<file path="src/hw/rtl/sobel_gradient_magnitude_unit_macros.svh">
// assertion helpers shared by the edge magnitude rtl
`ifndef SOBEL_GRADIENT_MAGNITUDE_UNIT_MACROS_SVH
`define SOBEL_GRADIENT_MAGNITUDE_UNIT_MACROS_SVH

// same-cycle implication, checked outside reset
`define SGM_ASSERT_NOW(label, ante, cons, msg) \
  label: assert property (@(posedge clk) disable iff (rst) (ante) |-> (cons)) \
    else $error(msg);

// next-cycle implication, checked outside reset
`define SGM_ASSERT_NEXT(label, ante, cons, msg) \
  label: assert property (@(posedge clk) disable iff (rst) (ante) |=> (cons)) \
    else $error(msg);

`endif

</file>
<file path="src/hw/rtl/sgm_pkg.sv">
package sgm_pkg;

  localparam int PIXEL_BITS = 8;
  localparam int MAG_BITS   = 11;

  // |gradient| <= 4 * pixel max, plus sign
  localparam int GRAD_BITS = PIXEL_BITS + 3;
  localparam int ABS_BITS  = PIXEL_BITS + 2;
  localparam int SQ_BITS   = 2 * ABS_BITS;
  localparam int SUM_BITS  = SQ_BITS + 1;

  // two root bits per pipeline stage
  localparam int SQRT_STAGES = (SUM_BITS + 3) / 4;
  localparam int RAD_BITS    = 4 * SQRT_STAGES;
  localparam int ROOT_BITS   = 2 * SQRT_STAGES;
  localparam int REM_BITS    = ROOT_BITS + 2;

  localparam int WIDE_BITS = (ROOT_BITS > MAG_BITS) ? ROOT_BITS : MAG_BITS;
  localparam logic [MAG_BITS-1:0] MAG_MAX = {MAG_BITS{1'b1}};

  typedef logic [PIXEL_BITS-1:0]       pixel_t;
  typedef logic signed [GRAD_BITS-1:0] grad_t;
  typedef logic [ABS_BITS-1:0]         grad_abs_t;
  typedef logic [SQ_BITS-1:0]          square_t;
  typedef logic [SUM_BITS-1:0]         sum_t;
  typedef logic [RAD_BITS-1:0]         radicand_t;
  typedef logic [MAG_BITS-1:0]         mag_t;

  typedef struct packed {
    logic [REM_BITS-1:0]  rem;
    logic [ROOT_BITS-1:0] root;
  } sqrt_acc_t;

  function automatic grad_t pixel_ext(pixel_t p);
    return grad_t'({{(GRAD_BITS - PIXEL_BITS){1'b0}}, p});
  endfunction

  function automatic grad_abs_t grad_abs(grad_t g);
    grad_t a;
    a = g[GRAD_BITS-1] ? -g : g;
    return a[ABS_BITS-1:0];
  endfunction

  // one restoring square-root digit: bring down a bit pair, try root*4+1
  function automatic sqrt_acc_t sqrt_step(sqrt_acc_t acc, logic [1:0] pair);
    logic [REM_BITS-1:0] trial;
    logic [REM_BITS-1:0] test;
    sqrt_acc_t           nxt;
    trial = {acc.rem[REM_BITS-3:0], pair};
    test  = {acc.root, 2'b01};
    if (trial >= test) begin
      nxt.rem  = trial - test;
      nxt.root = {acc.root[ROOT_BITS-2:0], 1'b1};
    end else begin
      nxt.rem  = trial;
      nxt.root = {acc.root[ROOT_BITS-2:0], 1'b0};
    end
    return nxt;
  endfunction

endpackage

</file>
<file path="src/hw/rtl/sobel_gradient_magnitude_unit.sv">
// 3x3 sobel edge magnitude. Each transfer on the input carries one window of
// nine unsigned pixels; the unit forms the vertical gradient (columns left
// minus right, weights 1-2-1) and the horizontal gradient (rows top minus
// bottom, weights 1-2-1), and returns floor(sqrt(gv^2 + gh^2)) as an 11-bit
// magnitude, 0..1442 for 8-bit pixels (saturating at the field maximum for
// wider pixels). The center pixel has no weight and is ignored. One window
// is taken every clock while in_stall is low. There are ten register stages
// (3 arithmetic stages, 6 square-root stages producing two root bits each,
// one output register), the first loading at the input transfer and the
// last driving out_valid and edge_magnitude. Output stall backs up stage by
// stage, so bubbles are squeezed out and in_stall only rises once every
// stage holds a window.
// No state survives between windows; reset only clears the valid bits.
module sobel_gradient_magnitude_unit (
  input  logic                  clk,
  input  logic                  rst,
  input  logic                  in_valid,
  output logic                  in_stall,
  input  sgm_pkg::pixel_t       pixel_top_left,
  input  sgm_pkg::pixel_t       pixel_top_mid,
  input  sgm_pkg::pixel_t       pixel_top_right,
  input  sgm_pkg::pixel_t       pixel_mid_left,
  input  sgm_pkg::pixel_t       pixel_center,
  input  sgm_pkg::pixel_t       pixel_mid_right,
  input  sgm_pkg::pixel_t       pixel_bot_left,
  input  sgm_pkg::pixel_t       pixel_bot_mid,
  input  sgm_pkg::pixel_t       pixel_bot_right,
  output logic                  out_valid,
  input  logic                  out_stall,
  output sgm_pkg::mag_t         edge_magnitude
);
  import sgm_pkg::*;

  // stage map: gradients, squares, sum, square-root digits, output
  localparam int GRAD_ST   = 0;
  localparam int SQUARE_ST = 1;
  localparam int SUM_ST    = 2;
  localparam int SQRT_BASE = 3;
  localparam int OUT_ST    = SQRT_BASE + SQRT_STAGES;
  localparam int NUM_ST    = OUT_ST + 1;

  logic [NUM_ST-1:0] vld;
  logic [NUM_ST:0]   ready;
  logic [NUM_ST-1:0] vld_in;

  // a stage may load when it is empty or its contents move on this cycle
  always_comb begin
    ready[NUM_ST] = !out_stall;
    for (int i = NUM_ST - 1; i >= 0; i--) begin
      ready[i]  = !vld[i] || ready[i+1];
      vld_in[i] = (i == 0) ? in_valid : vld[(i == 0) ? 0 : i - 1];
    end
  end

  assign in_stall  = !ready[GRAD_ST];
  assign out_valid = vld[OUT_ST];

  always_ff @(posedge clk) begin
    if (rst) begin
      vld <= '0;
    end else begin
      for (int i = 0; i < NUM_ST; i++) begin
        if (ready[i]) begin
          vld[i] <= vld_in[i];
        end
      end
    end
  end

  // stage 0: the two gradients, adds only
  grad_t grad_v;
  grad_t grad_h;

  always_ff @(posedge clk) begin
    if (ready[GRAD_ST]) begin
      grad_v <= pixel_ext(pixel_top_left) - pixel_ext(pixel_top_right)
              + (pixel_ext(pixel_mid_left) <<< 1) - (pixel_ext(pixel_mid_right) <<< 1)
              + pixel_ext(pixel_bot_left) - pixel_ext(pixel_bot_right);
      grad_h <= pixel_ext(pixel_top_left) + (pixel_ext(pixel_top_mid) <<< 1)
              + pixel_ext(pixel_top_right) - pixel_ext(pixel_bot_left)
              - (pixel_ext(pixel_bot_mid) <<< 1) - pixel_ext(pixel_bot_right);
    end
  end

  // stage 1: magnitude and square of each gradient, one small multiplier each
  grad_abs_t abs_v;
  grad_abs_t abs_h;
  square_t   sq_v;
  square_t   sq_h;

  assign abs_v = grad_abs(grad_v);
  assign abs_h = grad_abs(grad_h);

  always_ff @(posedge clk) begin
    if (ready[SQUARE_ST]) begin
      sq_v <= square_t'(abs_v) * square_t'(abs_v);
      sq_h <= square_t'(abs_h) * square_t'(abs_h);
    end
  end

  // stage 2: sum of squares
  sum_t sum_sq;

  always_ff @(posedge clk) begin
    if (ready[SUM_ST]) begin
      sum_sq <= SUM_BITS'(sq_v) + SUM_BITS'(sq_h);
    end
  end

  // square-root stages: each brings down two bit pairs of the radicand,
  // msb first, and settles two root bits
  radicand_t rad_q  [SQRT_STAGES];
  sqrt_acc_t acc_q  [SQRT_STAGES];
  radicand_t rad_nx [SQRT_STAGES];
  sqrt_acc_t acc_nx [SQRT_STAGES];
  radicand_t rad_src[SQRT_STAGES];
  sqrt_acc_t acc_src[SQRT_STAGES];
  sqrt_acc_t acc_mid[SQRT_STAGES];

  always_comb begin
    for (int k = 0; k < SQRT_STAGES; k++) begin
      if (k == 0) begin
        rad_src[k] = RAD_BITS'(sum_sq);
        acc_src[k] = '0;
      end else begin
        rad_src[k] = rad_q[(k == 0) ? 0 : k - 1];
        acc_src[k] = acc_q[(k == 0) ? 0 : k - 1];
      end
      acc_mid[k] = sqrt_step(acc_src[k], rad_src[k][RAD_BITS-1 -: 2]);
      acc_nx[k]  = sqrt_step(acc_mid[k], rad_src[k][RAD_BITS-3 -: 2]);
      rad_nx[k]  = rad_src[k] << 4;
    end
  end

  always_ff @(posedge clk) begin
    for (int k = 0; k < SQRT_STAGES; k++) begin
      if (ready[SQRT_BASE + k]) begin
        rad_q[k] <= rad_nx[k];
        acc_q[k] <= acc_nx[k];
      end
    end
  end

  // output register with saturation to the field width
  logic [WIDE_BITS-1:0] root_wide;
  mag_t                 mag_next;

  assign root_wide = WIDE_BITS'(acc_q[SQRT_STAGES-1].root);
  assign mag_next  = (root_wide > WIDE_BITS'(MAG_MAX)) ? MAG_MAX : MAG_BITS'(root_wide);

  always_ff @(posedge clk) begin
    if (ready[OUT_ST]) begin
      edge_magnitude <= mag_next;
    end
  end

`include "sobel_gradient_magnitude_unit_macros.svh"

  `SGM_ASSERT_NOW(a_stall_only_when_full, in_stall, &vld, "input stalled with a free stage")
  `SGM_ASSERT_NOW(a_free_flow, !out_stall, !in_stall, "input stalled while output drains")
  `SGM_ASSERT_NEXT(a_accept_lands, in_valid && !in_stall, vld[GRAD_ST], "accepted window lost")
  `SGM_ASSERT_NOW(a_root_remainder, vld[OUT_ST - 1],
    acc_q[SQRT_STAGES-1].rem <= {1'b0, acc_q[SQRT_STAGES-1].root, 1'b0},
    "square root remainder exceeds twice the root")

endmodule
</file>
<file path="config.mk">
export PLATFORM = sky130hd
export DESIGN_NAME = sobel_gradient_magnitude_unit
export DESIGN_NICKNAME = d
export VERILOG_FILES = /design/src/hw/rtl/sgm_pkg.sv /design/src/hw/rtl/sobel_gradient_magnitude_unit.sv
export VERILOG_INCLUDE_DIRS = /design/src /design/src/hw/rtl
export SDC_FILE = /design/constraint.sdc
export NUM_CORES = 1
export LEC_CHECK = 0
export BUFFER_PORTS_ARGS = -buffer_cell sky130_fd_sc_hd__buf_2
export CAP_MARGIN = 20
export CORE_ASPECT_RATIO = 0.8
export CORE_UTILIZATION = 58
export CTS_CLUSTER_SIZE = 20
export DETAILED_ROUTE_END_ITERATION = 8
export PLACE_DENSITY_LB_ADDON = 0.12
export SLEW_MARGIN = 20
export SYNTH_ARGS = -nofsm -noshare
export SYNTH_HDL_FRONTEND = slang
export SYNTH_SLANG_ARGS = --single-unit
export TNS_END_PERCENT = 50
</file>
<file path="constraint.sdc">
create_clock -name clk -period 6.54 [get_ports clk]
set_clock_uncertainty 0.05 [all_clocks]
set_input_delay 0.654 -clock clk [delete_from_list [all_inputs] [get_ports clk]]
set_output_delay 0.654 -clock clk [all_outputs]
set_load 0.03 [all_outputs]
</file>
==> flow_summary.json, run 1 <==
{
  "run_status": "finished with violations",
  "violations": "DRC",
  "synth_top_cell_by_area": "edfxtp_1",
  "yosys-top-cells-area": "edfxtp_1, fa_1, ha_1",
  "worst_pin_slew_ns": 1.033,
  "crit_path_end_kind": "register",
  "ys_seq_area_share_pct": 34.71,
  "start_util_pct": 58.82,
  "ios": 89,
  "antenna_found_initial": 1,
  "drcViolationCount": 1,
  "first_pass_iters": 7,
  "ys_types": 90,
  "syn_to_final_growth_pct": 11.42,
  "dr.first_iter.drc_count": 883,
  "rows": 62,
  "layout_min_cycle_time_ns": 6.345,
  "avgViaCountPerCell": 5.483,
  "diodes": 0,
  "finalSetupViolCount": 0,
  "port-buffer-count": 80,
  "dieArea_um2": 37120,
  "holdCritStartpoint": "in_valid",
  "dieWidth_um": 215.2,
  "syn_area_um2": 21080,
  "worstPathArrival_ns": 6.68,
  "drt-total-wl_mm": 40.93,
  "r2r_slack_ns": 0.19,
  "syn_inst": 2047,
  "final_antenna_net_count": 0,
  "grt_pass1_wl_mm": 68.74,
  "htree_num_levels": 1,
  "cts_tree": "yes",
  "relSlewSlack_pct": 30.94,
  "synth_top_area_share_pct": 33.76,
  "core_um2": 35840,
  "final_nets": 2631,
  "grt_usage_pct": 22.42,
  "worstSetupPathType": "register to register",
  "setup_tns_ns": 0,
  "timing.fmax_ghz": 0.1576,
  "clkTransAtPathRegs_ns": 0.06,
  "hpwl_mm": 33.53,
  "die_h_um": 172.5,
  "ys_ff_latch": 247,
  "drv_cap": 0,
  "hold_class": "primary input to register",
  "cp.required_ns": 6.87,
  "synth_edf_count": 237,
  "gp_congestion": 0.9224,
  "grt_max_degree": 39,
  "yosysMostFrequentCell": "inv_1",
  "synth-main-ff-cell": "edfxtp_1",
  "gr-total-overflow": 0,
  "wl_per_cell_um": 15.30,
  "syn_area_per_cell_um2": 10.30,
  "async_flop_share_pct": 0,
  "cts.sinks": 247,
  "cts_max_path_buffers": 3,
  "holdPathEnd": "vld[0]",
  "timing.rr.start": "grad_h[6]",
  "cts_buffers": 27,
  "cp-start-kind": "register",
  "syn_nets": 2504,
  "clock_latency_ns": 0.55,
  "holdPathStages": 3,
  "timing.rr.end": "sq_h[16]",
  "fin_util_pct": 65.54,
  "drv_slew": 0,
  "yosysWarningCount": 0,
  "ctsHoldBuffers": 0,
  "num_vias": 14667,
  "period_share_pct": 97.02,
  "reg2reg_depth": 19,
  "synth_commonest_cells": "inv_1, edfxtp_1, ha_1, nor2_1, fa_1",
  "layout-drive-gt1-share_pct": 11.39,
  "grt_pass1_vias": 14620,
  "path_max_fanout": 5,
  "clockRootBuffer": "clkbuf_16",
  "hold_violations": 0
}
worst max-delay path, cell delays in order (launching register included):
cell      delay (ns)
edfxtp_1        0.43
or4_4           0.59
o21ai_0         0.21
xor2_1          0.27
inv_1           0.09
buf_4           0.17
nand2_1         0.12
inv_1           0.08
fa_1            0.48
fa_1            0.56
inv_1           0.06
fa_1            0.52
inv_1           0.05
fa_1            0.50
ha_1            0.33
ha_1            0.24
or3_1           0.37
o31ai_1         0.33
or4b_2          0.61
o211ai_1        0.12
flip-flops by register name (all words and copies together) (netlist names):
signal	cells
acc_q	85
rad_q	60
sum_sq	21
sq_h	19
sq_v	19
edge_magnitude	11
grad_h	11
grad_v	11
vld	10
through the flow:
stage / cell area [um^2] / hold slack (ns) / setup slack (ns) / instances
finish: 23490 / 0.2820 / 0.1947 / 2675
global route: 23490 / 0.2747 / -0.02429 / 2675
CTS: 23340 / 0.2551 / 0.05039 / 2671
detailed placement: 22310 / 0.3545 / -0.02305 / 2621
global placement: 22310 / 0.3509 / 0.1193 / 2621
floorplan: 21100 / 0.3503 / 0.0009437 / 2047
worst max-delay path by stage:
stage                   start       end  cells after the start
global route        grad_v[1]  sq_v[18]                     20
CTS                 grad_v[1]  sq_v[18]                     21
detailed placement  grad_v[1]  sq_v[19]                     22
global placement    grad_v[1]  sq_v[19]                     22
floorplan           grad_v[0]  sq_v[19]                     23
finish              grad_h[6]  sq_h[16]                     19
layout make-up:
class	instances	area (um^2)
multi-input cells	1411	12440
fillers	2896	12350
flip-flops and latches	247	7317
inverters	359	1349
repair buffers	128	760.7
clock buffers	28	679.4
well taps	480	600.6
clock inverters	22	344.1
logic make-up after synthesis:
group	synth area share, %
simple gates	11.20
xor+xnor	6.267
buf+inv	6.974
flops	34.71
mux	1.935
fa+ha+maj	27.85
compound gates	11.05
other cells	0.01779
routing by layer:
| metal | global-route usage [%] | up-vias | routed length [um] |
|---|---|---|---|
| met5 | 0 | - | 0 |
| met4 | 5.083 | 0 | 900 |
| met3 | 3.271 | 52 | 1713 |
| met2 | 40.58 | 263 | 20690 |
| met1 | 28.24 | 7094 | 17620 |
| li1 | - | 7258 | - |
repair_timing:
item	CTS	global route
resized for setup	1	22
buffers inserted	0	4
pin swaps	0	10
setup endpoints to repair	2	11
gates cloned	0	0
cells in the final DEF, fill, tap and decap left out, types with 14 or more instances in the layout:
cell / netlist / final
nand3_1: 33 / 31
o31ai_1: 22 / 19
a21oi_1: 112 / 109
ha_1: 234 / 232
o21a_1: 19 / 19
xnor2_1: 100 / 99
o21ai_0: 56 / 56
clkbuf_16: 0 / 27
buf_4: 0 / 48
xor2_1: 49 / 48
nor2_1: 170 / 169
buf_2: 7 / 80
mux2_2: 16 / 16
a211oi_1: 17 / 15
edfxtp_1: 237 / 237
fa_1: 147 / 147
nand2_1: 125 / 123
nor3_1: 41 / 40
mux2i_1: 16 / 16
nand2b_1: 21 / 21
o21bai_1: 14 / 14
nor2b_1: 23 / 23
a21o_1: 26 / 26
inv_1: 355 / 354
Power of run 1 is left out: the tool's default activity adds up to more than one toggle a clock period on the data nets, which glitch-free logic cannot reach.
==> run 2: changes to the inputs <==
Settings changed: CORE_UTILIZATION 58 to 64.
Clock period 6.54 ns to 6.9 ns, I/O delays scaled along.
==> run 2 against run 1 <==
  * The flow now finishes without violations
  * Non-clock buffer count shrank 13
  * Sequential share of layout area grew 0.46 points
  * Via count shrank 0.24%
  * Register-to-register slack gained 0.13 ns
  * Largest cell class unchanged
  * Critical path depth unchanged
  * Hold slack better by 0.055 ns
  * Routed wire length rose by 0.28%
  * Die area fell by 9.3%
  * Final cell count shrank 2.5%
  * Final area shrank 1.5%
  * Maximum frequency decreased by 3.5%
  * First-iteration DRC count down 2.0%
==> flow_summary.json, run 2 (synthesis results as in run 1) <==
{
  "gr-total-overflow": 0,
  "grt_pass1_wl_mm": 68.04,
  "cp-start-kind": "register",
  "dieArea_um2": 33670,
  "dr.first_iter.drc_count": 865,
  "relSlewSlack_pct": 31.40,
  "avgViaCountPerCell": 5.613,
  "rows": 59,
  "grt_pass1_vias": 14640,
  "final_antenna_net_count": 0,
  "nFillCells": 2438,
  "clkTransAtPathRegs_ns": 0.06,
  "port-buffer-count": 80,
  "worst_pin_slew_ns": 1.027,
  "syn_to_final_growth_pct": 9.799,
  "cts_buffers": 26,
  "reg2reg_depth": 19,
  "largest-register": "acc_q",
  "layout_common_cells": "inv_1, edfxtp_1, ha_1",
  "worstSetupPathType": "register to register",
  "diodes": 0,
  "layout-drive-gt1-share_pct": 9.862,
  "hold_violations": 0,
  "cts_max_path_buffers": 3,
  "worstPathArrival_ns": 6.80,
  "grt_usage_pct": 25.01,
  "cts.sinks": 247,
  "gp_congestion": 0.9031,
  "wl_per_cell_um": 15.74,
  "holdPathStages": 3,
  "multi_input_area_um2": 12330,
  "path_max_fanout": 6,
  "cpPeakStageDelay_ns": 0.57,
  "clockRootBuffer": "clkbuf_16",
  "finalSetupViolCount": 0,
  "reg_top3": "acc_q (85), rad_q (60), sum_sq (21)",
  "regArea_um2": 7317,
  "worst_path_max_delay_cell": "fa_1",
  "grt_max_degree": 39,
  "drcViolationCount": 0,
  "cts_tree": "yes",
  "postCtsSetupBuffers": 0,
  "start_util_pct": 64.90,
  "first_pass_iters": 5,
  "num_vias": 14632,
  "path_cells": "or4_1 > o31ai_1 > xnor2_1 > nand2_1 > fa_1 > fa_1 > inv_1 > fa_1 > fa_1 > inv_1 > fa_1 > inv_1 > ha_1 > nand3_1 > a211oi_1 > o31ai_1 > buf_4 > o31ai_1 > xor2_1",
  "cp_common_cell": "fa_1",
  "hold_class": "primary input to register",
  "rsz0062_at_grt": "false",
  "cp.required_ns": 7.13,
  "run_status": "finished, final reports clean",
  "timing.fmax_ghz": 0.1521,
  "final_nets": 2617,
  "antenna_found_initial": 1,
  "fin_util_pct": 71.26,
  "layout_min_cycle_time_ns": 6.574,
  "timing.rr.end": "sq_h[18]",
  "die_h_um": 164.3,
  "ios": 89,
  "crit_path_end_kind": "register",
  "drv_slew": 0,
  "timing.rr.start": "grad_h[4]",
  "setup_tns_ns": 0,
  "htree_num_levels": 1,
  "dieWidth_um": 204.9,
  "clock_latency_ns": 0.55,
  "ctsResizeCount": 0,
  "layout_commonest_cell": "inv_1",
  "core_um2": 32480,
  "drv_cap": 0,
  "ctsHoldBuffers": 0,
  "holdCritStartpoint": "out_stall",
  "period_share_pct": 95.27,
  "drt-total-wl_mm": 41.05,
  "holdPathEnd": "vld[9]",
  "largest_register_ffs": 85,
  "r2r_slack_ns": 0.33,
  "hpwl_mm": 33.57
}
run 2: changes by cell type in the layout (fill, tap and decap cells not counted), sizes merged:
| cell | before | now |
|---|---|---|
| buf | 128 | 115 |
| clkinv | 12 | 15 |
| inv | 357 | 354 |
| bufinv | 8 | 6 |
| clkbuf | 28 | 29 |
| clkinvlp | 4 | 3 |
run 2: worst max-delay path by stage:
stage	from	end	slack (ns)	cells after the start
final	grad_h[4]	sq_h[18]	0.33	19
after global placement	grad_v[1]	sq_v[19]	0.24	23
after floorplan	grad_v[0]	sq_v[19]	0.16	23
after CTS	grad_v[1]	sq_v[19]	0.02	23
after global routing	grad_v[0]	sq_v[19]	0.009	23
after detailed placement	grad_v[1]	sq_v[19]	0.04	23
run 2: worst max-delay path, delay by kind of cell, from the launching register on:
kind,cells,cell delay (ns)
AO/OA/AOI/OAI,4,1.18
adder cells (fa/ha/maj),6,3.09
flip-flops,1,0.44
buffers and inverters,4,0.33
AND/OR/NAND/NOR,3,0.84
XOR/XNOR,2,0.37
run 2: area by class of cell:
class	instances	area share (%)
multi-input combinational	1411	53.28
sequential	247	31.61
inverter	359	5.827
timing repair buffer	115	2.951
clock buffer	29	2.903
tap	427	2.308
clock inverter	19	1.119
run 2: through the flow:
stage / cells / area (um^2) / hold slack, ns / worst slack, ns
floorplan: 2047 / 21080 / 0.3503 / 0.1612
global placement: 2558 / 22150 / 0.3514 / 0.2402
detailed placement: 2558 / 22150 / 0.3545 / 0.03554
CTS: 2606 / 23080 / 0.3097 / 0.02448
global route: 2607 / 23150 / 0.3641 / 0.008613
finish: 2607 / 23150 / 0.3374 / 0.3264
run 2: routing by layer:
metal  vias up  part of all wire (%)  GRT usage, %
met5         -                 0.029             0
met4         2                   2.2         6.195
met3        66                   4.3         3.552
met2       334                    51         45.79
met1      7000                    42         30.99
li1       7230                     -             -
Power of run 2 is left out for the same reason.
==> run 3: changes to the inputs <==
==> constraint.sdc (replaced) <==
create_clock -name clk -period 6.9 [get_ports clk]
set_clock_uncertainty 0.05 [all_clocks]
set_input_delay 1.38 -clock clk [delete_from_list [all_inputs] [get_ports clk]]
set_output_delay 1.38 -clock clk [all_outputs]
set_load 0.03 [all_outputs]
==> run 3 against run 2 <==
  * Core utilization up 0.096 points
  * Routed wire length is 0.47% lower
  * Flip-flop and latch count unchanged
  * Worst setup slack worse by 0.0064 ns
  * Final cell count unchanged
  * Hold slack gained 0.0093 ns
  * Die area did not move
  * Sequential share of layout area is essentially flat
  * Critical path type unchanged
  * Register-to-register slack is essentially flat
  * Largest cell class unchanged
  * First-iteration DRC count shrank 2.5%
==> flow_summary.json, run 3 (synthesis results as in run 1) <==
{
  "grt_usage_pct": 25.06,
  "worst_path_max_delay_cell": "or4b_2",
  "largest-register": "acc_q",
  "avgViaCountPerCell": 5.615,
  "drv_cap": 0,
  "cpPeakStageDelay_ns": 0.64,
  "layout_min_cycle_time_ns": 6.580,
  "hold_violations": 0,
  "syn_to_final_growth_pct": 9.947,
  "clock_latency_ns": 0.56,
  "clkTransAtPathRegs_ns": 0.06,
  "crit_path_end_kind": "register",
  "htree_num_levels": 1,
  "reg2reg_depth": 18,
  "cts_max_path_buffers": 3,
  "timing.rr.end": "sq_h[16]",
  "hpwl_mm": 33.58,
  "worst_pin_slew_ns": 1.038,
  "diodes": 0,
  "dieArea_um2": 33670,
  "final_nets": 2618,
  "port-buffer-count": 80,
  "path_max_fanout": 6,
  "worstSetupPathType": "register to register",
  "relSlewSlack_pct": 30.65,
  "drt-total-wl_mm": 40.85,
  "cts_tree": "yes",
  "core_um2": 32480,
  "grt_pass1_vias": 14571,
  "rows": 59,
  "dr.first_iter.drc_count": 843,
  "dieWidth_um": 204.9,
  "num_vias": 14639,
  "first_pass_iters": 5,
  "cp-endpoint": "sq_h[16]",
  "drv_slew": 0,
  "layout_common_cells": "inv_1, edfxtp_1, ha_1",
  "die_h_um": 164.3,
  "reg_top3": "acc_q (85), rad_q (60), sum_sq (21)",
  "grt_pass1_wl_mm": 68.02,
  "cts.sinks": 247,
  "worstPathArrival_ns": 6.91,
  "timing.rr.start": "grad_h[4]",
  "cp-start-kind": "register",
  "clockRootBuffer": "clkbuf_16",
  "crit_path_start": "grad_h[4]",
  "finalSetupViolCount": 0,
  "r2r_slack_ns": 0.32,
  "largest_register_ffs": 85,
  "final_antenna_net_count": 0,
  "setup_tns_ns": 0,
  "rsz0062_at_grt": "false",
  "ios": 89,
  "gp_congestion": 0.8725,
  "timing.fmax_ghz": 0.1520,
  "cts_buffers": 26,
  "dp_cells": 2560,
  "gr-total-overflow": 0,
  "cp_common_cell": "fa_1",
  "path_cells": "or4_1 > o31ai_1 > xnor2_1 > nand2_1 > fa_1 > fa_1 > inv_1 > fa_1 > fa_1 > inv_1 > fa_1 > inv_1 > ha_1 > nand3_1 > a211oi_1 > o31ai_1 > or4b_2 > o211ai_1",
  "drcViolationCount": 0,
  "antenna_found_initial": 0,
  "layout-drive-gt1-share_pct": 9.908,
  "start_util_pct": 64.90,
  "cp.required_ns": 7.23,
  "layout_commonest_cell": "inv_1",
  "fin_cells": 2607,
  "run_status": "finished, final reports clean",
  "hold_class": "register to register",
  "holdCritStartpoint": "rad_q[0][8]",
  "wl_per_cell_um": 15.67,
  "grt_max_degree": 39,
  "ctsHoldBuffers": 0,
  "period_share_pct": 95.36,
  "hold_slack_ns": 0.3467
}
-- run 3: cell types whose count changed in the layout (fill, tap and decap cells not counted) --
cell,before,now
nand2_2,1,2
nand3_1,32,33
a21oi_1,112,111
bufinv_16,6,8
a21oi_2,0,1
clkbuf_8,1,0
xnor2_1,100,99
nand2_1,125,124
buf_4,34,36
clkinv_1,8,9
buf_16,1,0
clkinv_2,6,3
nand3_2,2,1
xnor2_2,1,2
-- run 3: stage by stage --
step                      util, %  area (um^2)  setup WS, ns
after detailed placement    68.24        22170        0.1259
final                       71.36        23180        0.3200
after global placement      68.24        22170        0.1810
after global routing        71.36        23180       0.01197
after floorplan                 -        21080        0.1612
after CTS                   71.21        23130       0.06486
-- run 3: how the worst min path moves through the flow --
stage                     slack, ns                 to  cells past startpoint
after floorplan                0.35        acc_q[0][0]                      0
after global placement         0.35       rad_q[1][16]                      0
after detailed placement       0.35  edge_magnitude[8]                      0
after CTS                      0.35       rad_q[1][12]                      0
after global routing           0.35       rad_q[0][17]                      0
final                          0.35       rad_q[1][12]                      0
-- run 3: final cells by class --
class                      count  area [um^2]
clock buffer                  28        658.1
clock inverter                19        307.8
fill                        2407         9303
inverter                     359         1349
multi-input combinational   1411        12340
sequential                   247         7317
tap                          427        534.3
timing repair buffer         116        670.6
-- run 3: timing repair --
item	in CTS	in global routing
gates resized for setup	0	8
buffers inserted	0	0
endpoints found under the setup margin	0	3
-- run 3: routing by layer --
layer / wire length [um] / GRT usage [%] / vias to the layer above
li1: - / - / 7224
met1: 17760 / 31.83 / 7039
met2: 20250 / 44.81 / 308
met3: 1815 / 3.671 / 68
met4: 1026 / 6.465 / 0
met5: 0 / 0 / -
-- run 3: worst max-delay path: cells and delay by family, from the launching register on --
kind | cells | cell delay (ns)
AO/OA/AOI/OAI | 4 | 0.94
XOR/XNOR | 1 | 0.25
adder cells (fa/ha/maj) | 6 | 3.04
buffers and inverters | 3 | 0.15
flip-flops | 1 | 0.45
AND/OR/NAND/NOR | 4 | 1.52
Power of run 3 is left out for the same reason.
